`src/hw/rtl/assert_macros.svh`:
```
// Assertion helpers shared by the RTL. Each use sits on a line of its own.
`ifndef ASSERT_MACROS_SVH
`define ASSERT_MACROS_SVH

// Check a condition at every clock edge outside reset.
`define ASSERT_ALWAYS(label, clk, rst, expr, msg) \
  label: assert property (@(posedge clk) disable iff (rst) (expr)) else $error(msg);

// Check that a condition implies another in the same cycle.
`define ASSERT_IMPLY(label, clk, rst, ante, cons, msg) \
  label: assert property (@(posedge clk) disable iff (rst) (ante) |-> (cons)) else $error(msg);

`endif

```
`src/hw/rtl/icm_pkg.sv`:
```
package icm_pkg;

  localparam int MEM_WORDS_DEF   = 1024;
  localparam int MAX_OUTPUTS_DEF = 63;

  localparam logic signed [31:0] INPUT_VALUE_RESET = 32'sd1;

  // Reciprocal constants for exact unsigned 32-bit division by 100 and by 10.
  localparam logic [31:0] DIV100_MAGIC = 32'h51EB_851F;
  localparam int          DIV100_SHIFT = 37;
  localparam logic [31:0] DIV10_MAGIC  = 32'hCCCC_CCCD;
  localparam int          DIV10_SHIFT  = 35;

  localparam logic [6:0] OP_ADD  = 7'd1;
  localparam logic [6:0] OP_MUL  = 7'd2;
  localparam logic [6:0] OP_IN   = 7'd3;
  localparam logic [6:0] OP_OUT  = 7'd4;
  localparam logic [6:0] OP_HALT = 7'd99;

  typedef enum logic [1:0] {
    CMD_LOAD  = 2'd0,
    CMD_RUN   = 2'd1,
    CMD_CLEAR = 2'd2
  } cmd_t;

  typedef enum logic [2:0] {
    ST_OUT   = 3'd0,
    ST_HALT  = 3'd1,
    ST_END   = 3'd2,
    ST_OPC   = 3'd3,
    ST_ADDR  = 3'd4,
    ST_LIMIT = 3'd5,
    ST_FULL  = 3'd6
  } status_t;

  typedef enum logic {
    ALU_ADD = 1'b0,
    ALU_MUL = 1'b1
  } alu_kind_t;

  typedef struct packed {
    logic              go;
    alu_kind_t         kind;
    logic [31:0]       a;
    logic [31:0]       b;
  } alu_req_t;

  typedef struct packed {
    logic [1:0]        cmd;
    logic signed [31:0] word;
  } req_t;

  typedef struct packed {
    status_t           status;
    logic signed [31:0] value;
    logic              last;
  } rsp_t;

endpackage

```
`src/hw/rtl/icm_alu.sv`:
```
module icm_alu (
  input  logic             clk,
  input  icm_pkg::alu_req_t req,
  output logic [63:0]      prod
);

  // Hold the last result until the next request.
  always_ff @(posedge clk) begin
    if (req.go) begin
      unique case (req.kind)
        icm_pkg::ALU_ADD: prod <= {32'd0, req.a + req.b};
        icm_pkg::ALU_MUL: prod <= {32'd0, req.a} * {32'd0, req.b};
        default:          prod <= {32'd0, req.a + req.b};
      endcase
    end
  end

endmodule
```
`config.mk`:
```
export PLATFORM = sky130hd
export DESIGN_NAME = icm_alu
export DESIGN_NICKNAME = d
export VERILOG_FILES = /design/src/hw/rtl/assert_macros.svh /design/src/hw/rtl/icm_pkg.sv /design/src/hw/rtl/icm_alu.sv
export SDC_FILE = /design/constraint.sdc
export NUM_CORES = 2
export LEC_CHECK = 0
export BUFFER_PORTS_ARGS = -buffer_cell sky130_fd_sc_hd__buf_2
export CAP_MARGIN = 20
export CORE_ASPECT_RATIO = 0.75
export CORE_MARGIN = 2
export CORE_UTILIZATION = 30
export CTS_BUF_LIST = sky130_fd_sc_hd__clkbuf_2
export CTS_CLUSTER_SIZE = 12
export DETAILED_ROUTE_END_ITERATION = 10
export SYNTH_ARGS = -nofsm -noshare
export SYNTH_HDL_FRONTEND = slang
export SYNTH_SLANG_ARGS = --single-unit
```
`constraint.sdc`:
```
create_clock -name clk -period 8.9 [get_ports clk]
set_input_delay 1.78 -clock clk [delete_from_list [all_inputs] [get_ports clk]]
set_output_delay 1.78 -clock clk [all_outputs]
set_load 0.03 [all_outputs]
```
==> impl_results.rst <==
.. list-table::
   :header-rows: 1

   * - Metric
     - Value
   * - Maximum number of pins on one net before global-route repair
     - 65
   * - Synth cell types
     - 71
   * - Placement Setup Slack
     - -645 ps
   * - Post-route minimum period
     - 8670 ps
   * - Root buffer selected by CTS
     - sky130_fd_sc_hd__clkbuf_2
   * - Kind of end point of the critical path
     - flip-flop
   * - Top cell types by occurrence after synthesis
     - 896 x sky130_fd_sc_hd__fa_1, 887 x sky130_fd_sc_hd__inv_1, 589 x sky130_fd_sc_hd__and2_1
   * - Most used DFF post-synth
     - sky130_fd_sc_hd__edfxtp_1
   * - Fraction of synthesized cell area taken by the top area cell type
     - 47.8%
   * - Average size of a mapped cell
     - 9.10 µm²
   * - TritonRoute pass-1 iters
     - 5
   * - Routed WL
     - 112,000 µm
   * - Dominant cell type by count on the critical path
     - sky130_fd_sc_hd__fa_1
   * - Initial detailed-routing violation count
     - 2,056
   * - Area occupied by multi-input gates
     - 0.0314 mm²
   * - Remaining Overflow, GRT
     - 0
   * - Async set or reset register ratio after synthesis
     - 0%
   * - Util after Layout
     - 34.1%
   * - Number of fillers in the final layout
     - 12,800
   * - Most used routing layer in global routing
     - met2
   * - Synth Cell Area
     - 0.0375 mm²
   * - Required @ worst endpoint
     - 9330 ps
   * - Top Registers
     - prod x64
   * - Destination of the worst hold path
     - prod[52]
   * - Delay of the slowest critical-path stage
     - 550 ps
   * - Post-route setup slack
     - 234 ps
   * - Register area share after synthesis
     - 5.12%
   * - Most repeated cell in the gate-level netlist after synthesis
     - sky130_fd_sc_hd__fa_1
   * - Overall Global Routing Usage
     - 18.0%
   * - Clock-pin transition on the worst setup and hold timing paths
     - 250 ps
   * - DRC violation count after routing
     - 0
   * - Final max-slew violation count
     - 0
   * - Count of synthesis-stage warnings from yosys
     - 0
   * - Count of non-filler cells in the finished layout
     - 6,036
   * - Kind of cell with the highest combined delay on the critical path
     - adder cells
   * - Worst slew slack as a fraction of its limit
     - 38.7%
   * - WL/cell
     - 18.6 µm
   * - Worst-Margin Slew
     - 919 ps
   * - Classification of the worst setup path
     - in -> reg
   * - Post-route antenna net violation count
     - 0
   * - Flip-flop count of the largest register, all copies and words added
     - 64
   * - Setup repair after global routing missed its margin
     - no
   * - Grt met3 use
     - 3.51%
   * - Number of I/O port buffers
     - 130
   * - Slowest cell on the critical path
     - sky130_fd_sc_hd__fa_1
   * - Hold/Removal Path Class
     - in -> reg
   * - Fraction of the cycle the final worst path needs
     - 97.4%
   * - H-tree level count
     - 3
   * - Share of final-layout standard cells stronger than drive strength 1
     - 11.7%
   * - Vias per inst
     - 4.74
   * - CTS tree
     - built
   * - Biggest fanout along the worst timing path
     - 5
   * - Number of synthesized flops with an enable pin
     - 64
   * - Hpwl dp
     - 98,600 µm
   * - Number of buffers created by CTS
     - 9
   * - Number of synthesized register bits
     - 64
   * - Global-route wire length before repair
     - 178,000 µm
   * - Initial core utilization
     - 30.2%
   * - Data arrival time at the worst-slack endpoint
     - 9100 ps
   * - Die boundary height
     - 310 µm
   * - Num rows
     - 112
   * - Final-report hold violation count
     - 0
   * - HP Start
     - req[65]
   * - Buf+Inv Stages, Crit Path
     - 5
   * - Area growth from synthesis to layout
     - 13.1%
   * - Total setup buffers inserted after CTS
     - 0
   * - Synthesized netlist cell count
     - 4,124
   * - NumNets Final
     - 5,634
   * - Global Route met2 Usage
     - 28.5%
   * - Syn nets
     - 5,384
   * - Outcome
     - complete, no violations
   * - Number of antenna violations at the first check in global routing
     - 22
   * - FF+latch area
     - 0.00192 mm²
   * - Clock Sink Count
     - 64
   * - Hold path depth
     - 2
   * - Top area cells in the synthesized netlist
     - sky130_fd_sc_hd__fa_1 48%, sky130_fd_sc_hd__ha_1 9.9%, sky130_fd_sc_hd__and2_1 9.8%
   * - DR vias
     - 28,600
   * - Overall die area
     - 0.128 mm²
   * - Register ranked first by flip-flop count
     - prod
   * - GR Util met1
     - 26.0%
   * - Achievable clock frequency
     - 0.115 GHz
   * - Max-cap viol count
     - 0
   * - Number of primary I/O pins
     - 131
   * - Final setup fails
     - 0
   * - Clock buffer depth
     - 2
   * - CP Launch Type
     - primary input
   * - Core Footprint
     - 0.124 mm²
   * - Via count of the first global-routing pass
     - 30,300
   * - Final-layout worst hold slack
     - 1860 ps
   * - Routability-driven placement congestion ratio
     - 0.930
   * - Yosys top cell by area
     - sky130_fd_sc_hd__fa_1
   * - Horiz. Die Dim
     - 412 µm
   * - DP Cell Count
     - 6,016
==> area by class of cell <==
cell class	count	area share (%)
Multi-Input combinational cell	2936	74.0
Antenna cell	4	0.0236
Tap cell	1653	4.88
Clock inverter	7	0.242
Inverter	888	7.86
Timing Repair Buffer	475	8.39
Sequential cell	64	4.53
Clock buffer	9	0.106
==> layer usage <==
layer,share of wire [%],up-vias
met5,0,-
met4,1.9,0
met3,7.6,119
met2,45,955
met1,45,14800
li1,-,12800
==> worst max-delay path by stage <==
stage	startpoint	slack [ps]	endpoint	cells past startpoint
after floorplan	req[2]	480	prod[63]	24
after global placement	req[40]	-690	prod[56]	25
after detailed placement	req[40]	-650	prod[56]	25
after CTS	req[40]	80	prod[56]	25
after global routing	req[44]	30	prod[56]	25
final	req[44]	230	prod[56]	25
==> through the flow <==
step	setup TNS [ps]	cell area [µm²]
final	0	42400
after detailed placement	-6470	42200
after global routing	0	42400
after CTS	0	42400
after global placement	-5990	42200
after floorplan	0	37500
==> what timing repair did <==
| action | in CTS | in global routing |
|---|---|---|
| setup endpoints to repair | 0 | 9 |
| resized for setup | 0 | 4 |
| hold buffers | 0 | 0 |
==> cell families (layout without fill, tap and decap cells) <==
kind of cell | after synthesis | count (layout) | share of synthesized area [%]
compound gates | 374 | 374 | 6.47
flops | 64 | 64 | 5.12
simple gates | 1286 | 1286 | 17.4
buf+inv | 1124 | 1379 | 11.3
fa+ha+maj | 1193 | 1193 | 57.7
mux | 17 | 17 | 0.470
xor+xnor | 66 | 66 | 1.54
other cells | 0 | 4 | 0
==> cell usage in the layout (no fill, tap or decap), drive strengths merged, types with 5 or more instances in the layout <==
cell type    n
nor2        75
xnor2       42
nand2b       8
and2       589
nor2b        5
mux2i       15
a21o        51
o211ai      12
a31oi       14
o21ai       69
nand2      514
ha         297
nor4         5
or3          5
clkbuf      11
inv        889
o31ai        9
a21boi      12
buf        473
nand4       20
edfxtp      64
a21oi      119
nor3        24
xor2        24
fa         896
and3         9
a211oi      15
nand3       21
o21a        17
o21bai      20
Power is left out: the tool's default activity adds up to more than one toggle a clock period on the data nets, which glitch-free logic cannot reach.
